===== config.mk =====
export PLATFORM = sky130hd
export DESIGN_NAME = gf32_polynomial_sequence_hash
export DESIGN_NICKNAME = d
export VERILOG_FILES = /design/src/sv/gf32h_pkg.sv /design/src/sv/gf32_polynomial_sequence_hash.sv /design/src/sv/gf32h_mul.sv
export SDC_FILE = /design/constraint.sdc
export NUM_CORES = 1
export LEC_CHECK = 0
export ABC_AREA = 1
export BUFFER_PORTS_ARGS = -buffer_cell sky130_fd_sc_hd__buf_2
export CAP_MARGIN = 20
export CORE_MARGIN = 2
export CORE_UTILIZATION = 50
export DETAILED_ROUTE_END_ITERATION = 10
export GPL_ROUTABILITY_DRIVEN = 0
export PLACE_DENSITY = 0.69
export SLEW_MARGIN = 5
export SYNTH_ARGS = -nofsm -noshare
export SYNTH_HDL_FRONTEND = slang
export SYNTH_HIERARCHICAL = 1
export SYNTH_SLANG_ARGS = --single-unit
export TNS_END_PERCENT = 20

===== constraint.sdc =====
create_clock -name clk_i -period 8.56 [get_ports clk_i]
set_input_delay 1.712 -clock clk_i [delete_from_list [all_inputs] [get_ports clk_i]]
set_output_delay 1.712 -clock clk_i [all_outputs]
set_load 0.005 [all_outputs]

===== src/sv/gf32h_pkg.sv =====
`timescale 1ns / 1ps
// ----------------------------------------------------------------------------
// gf32h_pkg
// shared types and constants for the gf(2^32) sequence hash
// ----------------------------------------------------------------------------
package gf32h_pkg;

  localparam int unsigned GfW          = 32;
  localparam logic [31:0] GfReducer    = 32'd141;
  localparam int unsigned LanesDef     = 2;
  localparam int unsigned LenBitsDef   = 20;
  localparam int unsigned OpW          = 3;
  localparam int unsigned CountW       = 16;
  localparam int unsigned OlenW        = 20;

  typedef enum logic [2:0] {
    OP_APPEND = 3'd0,
    OP_CONCAT = 3'd1,
    OP_REMOVE = 3'd2,
    OP_MERGE  = 3'd3,
    OP_CLEAR  = 3'd4
  } op_e;

  typedef enum logic [0:0] {
    CFG_BASE0 = 1'b0,
    CFG_BASE1 = 1'b1
  } cfg_idx_e;

  typedef enum logic [3:0] {
    ST_IDLE,
    ST_CHECK,
    ST_POW_MUL,
    ST_POW_SQR,
    ST_APP_MUL,
    ST_FIN_MUL,
    ST_COMMIT,
    ST_OUT
  } state_e;

endpackage


===== src/sv/gf32_polynomial_sequence_hash.sv =====
`timescale 1ns / 1ps
// ----------------------------------------------------------------------------
// gf32_polynomial_sequence_hash
// two-lane gf(2^32) rolling hash with append, concatenate, remove, merge, clear
// ----------------------------------------------------------------------------
// channel  direction  handshake           payload
// in       input      in_valid/in_stall   op, word, count, other_length, other_hash_lane*
// out      output     out_valid/out_stall hash_lane0/1, seq_length, error
// cfg      input      cfg_valid/cfg_ready cfg_index, cfg_data (base per lane)
//
// one item at a time through one shared bit-serial multiplier. append: count*LANES
// multiplies. concatenate / remove: per lane LENGTH_BITS-1 squarings, one multiply per set
// exponent bit and a final one. merge, clear, errors: no multiply; the item passes
// ST_CHECK and ST_COMMIT before the result is shown in ST_OUT.
// reset clears hashes and length and loads the bases 2, 3, ...
// a stalled result holds; the next item is taken once the result has gone.
// ----------------------------------------------------------------------------
module gf32_polynomial_sequence_hash
  import gf32h_pkg::*;
#(
  parameter int unsigned LANES       = LanesDef,
  parameter int unsigned LENGTH_BITS = LenBitsDef
) (
  input  logic              clk_i,
  input  logic              rst_ni,
  input  logic              in_valid,
  output logic              in_stall,
  input  logic [OpW-1:0]    op_i,
  input  logic [GfW-1:0]    word_i,
  input  logic [CountW-1:0] count_i,
  input  logic [OlenW-1:0]  other_length_i,
  input  logic [GfW-1:0]    other_hash_lane0_i,
  input  logic [GfW-1:0]    other_hash_lane1_i,
  output logic              out_valid,
  input  logic              out_stall,
  output logic [GfW-1:0]    hash_lane0_o,
  output logic [GfW-1:0]    hash_lane1_o,
  output logic [OlenW-1:0]  seq_length_o,
  output logic              error_o,
  input  logic              cfg_valid,
  output logic              cfg_ready,
  input  logic [0:0]        cfg_index,
  input  logic [GfW-1:0]    cfg_data
);

  localparam int unsigned LaneW = (LANES > 1) ? $clog2(LANES) : 1;
  localparam int unsigned EBitW = $clog2(LENGTH_BITS + 1);
  localparam int unsigned SumW  = ((LENGTH_BITS > OlenW) ? LENGTH_BITS : OlenW) + 1;

  state_e state_q, state_d;

  logic [GfW-1:0]         base_q [LANES];
  logic [GfW-1:0]         hash_q [LANES];
  logic [GfW-1:0]         other_q [LANES];
  logic [LENGTH_BITS-1:0] len_q, len_d;
  logic [OpW-1:0]         op_q;
  logic [GfW-1:0]         word_q;
  logic [CountW-1:0]      cnt_q, cnt_d;
  logic [OlenW-1:0]       olen_q;
  logic [LENGTH_BITS-1:0] exp_q, exp_d;
  logic [EBitW-1:0]       ebit_q, ebit_d;
  logic [LaneW-1:0]       lane_q, lane_d;
  logic [GfW-1:0]         pw_q, pw_d, sq_q, sq_d;
  logic                   err_q, err_d;
  logic                   mul_start, mul_done;
  logic [GfW-1:0]         mul_a, mul_b, mul_p;
  logic                   wait_q, wait_d;
  logic [SumW-1:0]        sum_cnt, sum_olen;
  logic                   accept, last_lane;

  gf32h_mul u_mul (
    .clk_i  (clk_i),
    .rst_ni (rst_ni),
    .start_i(mul_start),
    .a_i    (mul_a),
    .b_i    (mul_b),
    .done_o (mul_done),
    .p_o    (mul_p)
  );

  assign accept    = in_valid && !in_stall;
  assign in_stall  = (state_q != ST_IDLE);
  assign cfg_ready = (state_q == ST_IDLE);
  assign out_valid = (state_q == ST_OUT);
  assign last_lane = (lane_q == LaneW'(LANES - 1));
  assign sum_cnt   = SumW'(len_q) + SumW'(cnt_q);
  assign sum_olen  = SumW'(len_q) + SumW'(olen_q);

  // next state and counters
  always_comb begin
    state_d   = state_q;
    len_d     = len_q;
    cnt_d     = cnt_q;
    exp_d     = exp_q;
    ebit_d    = ebit_q;
    lane_d    = lane_q;
    pw_d      = pw_q;
    sq_d      = sq_q;
    err_d     = err_q;
    wait_d    = wait_q;
    case (state_q)
      ST_IDLE: begin
        if (accept) begin
          state_d = ST_CHECK;
          cnt_d   = count_i;
          lane_d  = '0;
          err_d   = 1'b0;
          wait_d  = 1'b0;
        end
      end
      ST_CHECK: begin
        state_d = ST_COMMIT;
        case (op_e'(op_q))
          OP_APPEND: begin
            if ((sum_cnt >> LENGTH_BITS) != '0) err_d = 1'b1;
            else if (cnt_q != '0) state_d = ST_APP_MUL;
          end
          OP_CONCAT: begin
            if ((sum_olen >> LENGTH_BITS) != '0) err_d = 1'b1;
            else begin
              exp_d   = LENGTH_BITS'(olen_q);
              state_d = ST_POW_MUL;
            end
          end
          OP_REMOVE: begin
            if (SumW'(olen_q) > SumW'(len_q)) err_d = 1'b1;
            else begin
              len_d   = LENGTH_BITS'(SumW'(len_q) - SumW'(olen_q));
              exp_d   = LENGTH_BITS'(SumW'(len_q) - SumW'(olen_q));
              state_d = ST_POW_MUL;
            end
          end
          OP_MERGE: begin
            if (SumW'(olen_q) != SumW'(len_q)) err_d = 1'b1;
          end
          OP_CLEAR: ;
          default: err_d = 1'b1;
        endcase
        pw_d   = 32'd1;
        sq_d   = base_q[0];
        ebit_d = '0;
      end
      ST_POW_MUL: begin
        // multiply result by square when the exponent bit is set
        if (!wait_q) begin
          if (exp_q[0]) wait_d = 1'b1;
          else state_d = ST_POW_SQR;
        end else if (mul_done) begin
          pw_d    = mul_p;
          wait_d  = 1'b0;
          state_d = ST_POW_SQR;
        end
      end
      ST_POW_SQR: begin
        if (ebit_q == EBitW'(LENGTH_BITS - 1)) state_d = ST_FIN_MUL;
        else if (!wait_q) begin
          wait_d    = 1'b1;
        end else if (mul_done) begin
          sq_d    = mul_p;
          wait_d  = 1'b0;
          exp_d   = exp_q >> 1;
          ebit_d  = ebit_q + 1'b1;
          state_d = ST_POW_MUL;
        end
      end
      ST_FIN_MUL: begin
        if (!wait_q) begin
          wait_d    = 1'b1;
        end else if (mul_done) begin
          wait_d = 1'b0;
          if (last_lane) state_d = ST_COMMIT;
          else begin
            lane_d  = lane_q + 1'b1;
            pw_d    = 32'd1;
            sq_d    = base_q[lane_q + 1'b1];
            ebit_d  = '0;
            exp_d   = (op_e'(op_q) == OP_CONCAT) ? LENGTH_BITS'(olen_q) : len_q;
            state_d = ST_POW_MUL;
          end
        end
      end
      ST_APP_MUL: begin
        if (!wait_q) begin
          wait_d    = 1'b1;
        end else if (mul_done) begin
          wait_d = 1'b0;
          if (last_lane) begin
            lane_d = '0;
            cnt_d  = cnt_q - 1'b1;
            len_d  = len_q + 1'b1;
            if (cnt_q == CountW'(1)) state_d = ST_COMMIT;
          end else lane_d = lane_q + 1'b1;
        end
      end
      ST_COMMIT: begin
        if (!err_d && op_e'(op_q) == OP_CONCAT) len_d = LENGTH_BITS'(sum_olen);
        if (!err_d && op_e'(op_q) == OP_CLEAR) len_d = '0;
        state_d = ST_OUT;
      end
      ST_OUT: begin
        if (!out_stall) state_d = ST_IDLE;
      end
      default: state_d = ST_IDLE;
    endcase
  end

  // multiplier control
  always_comb begin
    mul_start = 1'b0;
    mul_a     = pw_q;
    mul_b     = sq_q;
    case (state_q)
      ST_POW_MUL: mul_start = !wait_q && exp_q[0];
      ST_POW_SQR: begin
        mul_a     = sq_q;
        mul_start = !wait_q && (ebit_q != EBitW'(LENGTH_BITS - 1));
      end
      ST_FIN_MUL: begin
        mul_a     = pw_q;
        mul_b     = (op_e'(op_q) == OP_CONCAT) ? hash_q[lane_q] : other_q[lane_q];
        mul_start = !wait_q;
      end
      ST_APP_MUL: begin
        mul_a     = hash_q[lane_q];
        mul_b     = base_q[lane_q];
        mul_start = !wait_q;
      end
      default: ;
    endcase
  end

  always_ff @(posedge clk_i or negedge rst_ni) begin
    if (!rst_ni) begin
      state_q <= ST_IDLE;
      len_q   <= '0;
      err_q   <= 1'b0;
      wait_q  <= 1'b0;
      lane_q  <= '0;
      cnt_q   <= '0;
      ebit_q  <= '0;
      for (int l = 0; l < LANES; l++) begin
        base_q[l] <= GfW'(l + 2);
        hash_q[l] <= '0;
      end
    end else begin
      state_q <= state_d;
      len_q   <= len_d;
      err_q   <= err_d;
      wait_q  <= wait_d;
      lane_q  <= lane_d;
      cnt_q   <= cnt_d;
      ebit_q  <= ebit_d;
      if (cfg_valid && cfg_ready) begin
        if (cfg_idx_e'(cfg_index) == CFG_BASE0) base_q[0] <= cfg_data;
        else if (LANES > 1) base_q[LANES > 1 ? 1 : 0] <= cfg_data;
      end
      // hash updates
      if (state_q == ST_APP_MUL && wait_q && mul_done)
        hash_q[lane_q] <= mul_p ^ word_q;
      if (state_q == ST_FIN_MUL && wait_q && mul_done) begin
        if (op_e'(op_q) == OP_CONCAT) hash_q[lane_q] <= mul_p ^ other_q[lane_q];
        else hash_q[lane_q] <= hash_q[lane_q] ^ mul_p;
      end
      if (state_q == ST_COMMIT && !err_q) begin
        for (int l = 0; l < LANES; l++) begin
          if (op_e'(op_q) == OP_MERGE) hash_q[l] <= hash_q[l] ^ other_q[l];
          if (op_e'(op_q) == OP_CLEAR) hash_q[l] <= '0;
        end
      end
    end
  end

  always_ff @(posedge clk_i) begin
    pw_q  <= pw_d;
    sq_q  <= sq_d;
    exp_q <= exp_d;
    if (accept) begin
      op_q   <= op_i;
      word_q <= word_i;
      olen_q <= other_length_i;
      for (int l = 0; l < LANES; l++) begin
        other_q[l] <= (l == 0) ? other_hash_lane0_i :
                      (l == 1) ? other_hash_lane1_i : '0;
      end
    end
  end

  assign hash_lane0_o = hash_q[0];
  assign hash_lane1_o = (LANES > 1) ? hash_q[LANES > 1 ? 1 : 0] : '0;
  assign seq_length_o = OlenW'(len_q);
  assign error_o      = err_q;

endmodule


===== src/sv/gf32h_mul.sv =====
`timescale 1ns / 1ps
// ----------------------------------------------------------------------------
// gf32h_mul
// bit-serial carry-less multiplier reduced modulo x^32+x^7+x^3+x^2+1
// ----------------------------------------------------------------------------
module gf32h_mul
  import gf32h_pkg::*;
(
  input  logic           clk_i,
  input  logic           rst_ni,
  input  logic           start_i,
  input  logic [GfW-1:0] a_i,
  input  logic [GfW-1:0] b_i,
  output logic           done_o,
  output logic [GfW-1:0] p_o
);

  localparam int unsigned CntW = $clog2(GfW);

  logic [GfW-1:0]  a_q, a_d, b_q, b_d, acc_q, acc_d;
  logic [CntW-1:0] cnt_q, cnt_d;
  logic            busy_q, busy_d, done_q, done_d;
  logic [GfW-1:0]  sh;

  // horner from the top bit of a: acc = acc*x ^ (a_bit ? b : 0)
  always_comb begin
    sh     = {acc_q[GfW-2:0], 1'b0} ^ (acc_q[GfW-1] ? GfReducer : '0);
    a_d    = a_q;
    b_d    = b_q;
    acc_d  = acc_q;
    cnt_d  = cnt_q;
    busy_d = busy_q;
    done_d = 1'b0;
    if (start_i) begin
      a_d    = a_i;
      b_d    = b_i;
      acc_d  = '0;
      cnt_d  = '0;
      busy_d = 1'b1;
    end else if (busy_q) begin
      acc_d = sh ^ (a_q[GfW-1] ? b_q : '0);
      a_d   = {a_q[GfW-2:0], 1'b0};
      cnt_d = cnt_q + 1'b1;
      if (cnt_q == CntW'(GfW - 1)) begin
        busy_d = 1'b0;
        done_d = 1'b1;
      end
    end
  end

  always_ff @(posedge clk_i or negedge rst_ni) begin
    if (!rst_ni) begin
      busy_q <= 1'b0;
      done_q <= 1'b0;
      cnt_q  <= '0;
    end else begin
      busy_q <= busy_d;
      done_q <= done_d;
      cnt_q  <= cnt_d;
    end
  end

  always_ff @(posedge clk_i) begin
    a_q   <= a_d;
    b_q   <= b_d;
    acc_q <= acc_d;
  end

  assign done_o = done_q;
  assign p_o    = acc_q;

endmodule


==> impl_metrics.json <==
{
  "drt-total-wl_mm": 94.8,
  "async_reset_ff_frac": 0.378,
  "drt_iter0_markers": 3148,
  "crit_type": "reg2reg",
  "boundaryPins": 261,
  "core_mm2": 0.0565,
  "irDropWorstVdd_mv": 0.206,
  "rows": 87,
  "ys_ff_latch": 481,
  "setup_violations": 0,
  "antenna_found_initial": 7,
  "hpwl_mm": 65.0,
  "cts_hold_buf": 0,
  "grt_pass1_wl_mm": 144,
  "worst_pin_slew_ns": 1.09,
  "postCtsSetupRepairBufs": 0,
  "dpl_cell_area_mm2": 0.0304,
  "whs_ns": 0.490,
  "yosysMostFrequentCell": "nand2_1",
  "initial_utilization": 0.508,
  "powerDensity_mw_per_mm2": 380,
  "ant_nets": 0,
  "first_pass_iters": 6,
  "cp_data_required_time_ns": 9.07,
  "status": "finished, final reports clean",
  "avgViaCountPerCell": 5.71,
  "ys_warn_count": 6,
  "clock_skew_ns": 0.0247,
  "post_drt_wl_per_cell_um": 20.3,
  "syn2layout_area_growth_pct": 12.2,
  "setup_ws_ns": 2.37,
  "cts_resized": 0,
  "cp_data_arrival_time_ns": 6.71,
  "hp-start": "u_mul/cnt_q[4]",
  "syn_inst": 3699,
  "clk_pin_slew_worst_paths_ns": 0.06,
  "synth_cell_types": 53,
  "fin_area_mm2": 0.0322,
  "gr-total-overflow": 0,
  "slew_viol_final": 0,
  "cts_max_level": 2,
  "via_count": 26589,
  "tns_ns": 0,
  "startpoint_type": "register",
  "rr_startpoint": "state_q[2]",
  "numCtsBuffers": 54,
  "synth_commonest_cells": "nand2_1 (1013), o21ai_0 (444), inv_1 (406), edfxtp_1 (267), a21oi_1 (251)",
  "clock.fmax_mhz": 161,
  "syn-num-nets": 3935,
  "cts_tree": "built",
  "worstSetupEndpointType": "register",
  "drive_gt1_frac": 0.112,
  "rsz0062_at_grt": "false",
  "cts.sinks": 481,
  "portBuffers": 260,
  "period_needed_ns": 6.19,
  "post-route-period-util": 0.723,
  "synth_top_flop_cell": "edfxtp_1",
  "path_max_fanout": 67,
  "clockRootBuffer": "clkbuf_16",
  "nets": 4086,
  "synth_edf_count": 267,
  "num-fill-cells": 5259,
  "yosys-top-cells-area": "edfxtp_1 (28%), dfrtp_1 (16%), nand2_1 (13%)",
  "grt_pass1_vias": 24674,
  "yosys.area.top_type_share": 0.280,
  "hold_viol": 0,
  "synth_area_per_cell_um2": 7.75,
  "grt_max_degree": 113,
  "cap_violations": 0,
  "grt_usage": 0.314,
  "cts_buffer_depth": 3,
  "dieArea_mm2": 0.0593,
  "synth_seq_area_share": 0.461,
  "clkLatencyLatePin_ns": 0.64,
  "place_ws_ns": 2.42,
  "cp-startpoint": "state_q[2]",
  "slew_headroom": 0.275,
  "hold_class": "reg2reg",
  "synth_area_mm2": 0.0287,
  "die_h_um": 243,
  "route.detailed.drc": 0,
  "p_leak_uw": 0.0146,
  "fp.dieW_um": 243,
  "synth_top_cell_by_area": "edfxtp_1"
}
==> routing by layer <==
layer | up-vias | wire length [µm] | global-route usage
li1 | 12539 | - | -
met1 | 12471 | 38500 | 0.426
met2 | 1345 | 43400 | 0.495
met3 | 234 | 8620 | 0.0521
met4 | 0 | 4340 | 0.138
met5 | - | 0 | 0
==> stage by stage <==
step | instances | util | power, µW
final | 4660 | 0.570 | 12200
after global routing | 4657 | 0.569 | 13100
after CTS | 4652 | 0.569 | 12100
after detailed placement | 4550 | 0.538 | 9740
after global placement | 4550 | 0.538 | 9660
after floorplan | 3699 | - | 7960
==> final timing paths <==
path / end / slack, ns / cells past startpoint
max in group asynchronous: base_q[13] / 6.09 / 2
min: u_mul/cnt_q[4] / 0.49 / 2
min reg2reg: u_mul/cnt_q[4] / 0.49 / 2
min in group asynchronous: hash_lane0_o[4] / 1.12 / 1
max reg2reg: u_mul/p_o[22] / 2.37 / 12
max: u_mul/p_o[22] / 2.37 / 12
==> logic make-up after synthesis <==
group	share of synthesized area
flops	0.461
mux	0.000349
simple gates	0.212
compound gates	0.169
buf+inv	0.0857
fa+ha+maj	0.0280
xor+xnor	0.0437
==> power breakdown <==
part           total (µW)  internal (µW)  switching, µW
registers            4460           3560            897
clock network        2370           1350           1020
logic                5400           1760           3650
total               12200           6670           5560
==> registers in the layout (all words and copies together), names as in the netlist, 20 cells and up <==
signal,count
sq_q,32
olen_q,20
hash_lane1_o,32
u_mul/b_q,32
seq_length_o,20
u_mul/p_o,32
pw_q,32
exp_q,20
base_q,64
hash_lane0_o,32
other_q,64
u_mul/a_q,32
word_q,32
==> area by class of cell <==
cell class / count / area, µm² / area share
Antenna cell: 8 / 20.0 / 0.000622
Inverter: 416 / 1570 / 0.0487
Clock buffer: 68 / 1450 / 0.0449
Timing Repair Buffer: 293 / 1570 / 0.0488
Sequential cell: 481 / 13200 / 0.411
Tap cell: 756 / 946 / 0.0294
Clock inverter: 34 / 330 / 0.0103
Multi-Input combinational cell: 2604 / 13100 / 0.407
==> cell usage in the layout (no fill, tap or decap), drive strengths merged, types with 83 or more instances in the layout <==
cell type,count
a21oi,251
edfxtp,267
o21ai,530
xor2,83
nor2,227
buf,292
nand3,209
inv,416
dfrtp,179
nand2,1020
==> critical path, stage by stage, from the launching register on <==
cell	delay, ns
dfrtp_1	0.55
nand2_2	0.37
nor2_4	0.87
inv_1	0.14
nand2_1	0.70
inv_1	0.70
a21oi_4	0.30
buf_4	0.71
inv_2	0.54
nand2_4	0.60
inv_4	0.30
nand2_1	0.16
o21ai_2	0.06
(Power assumes the default switching activity.)
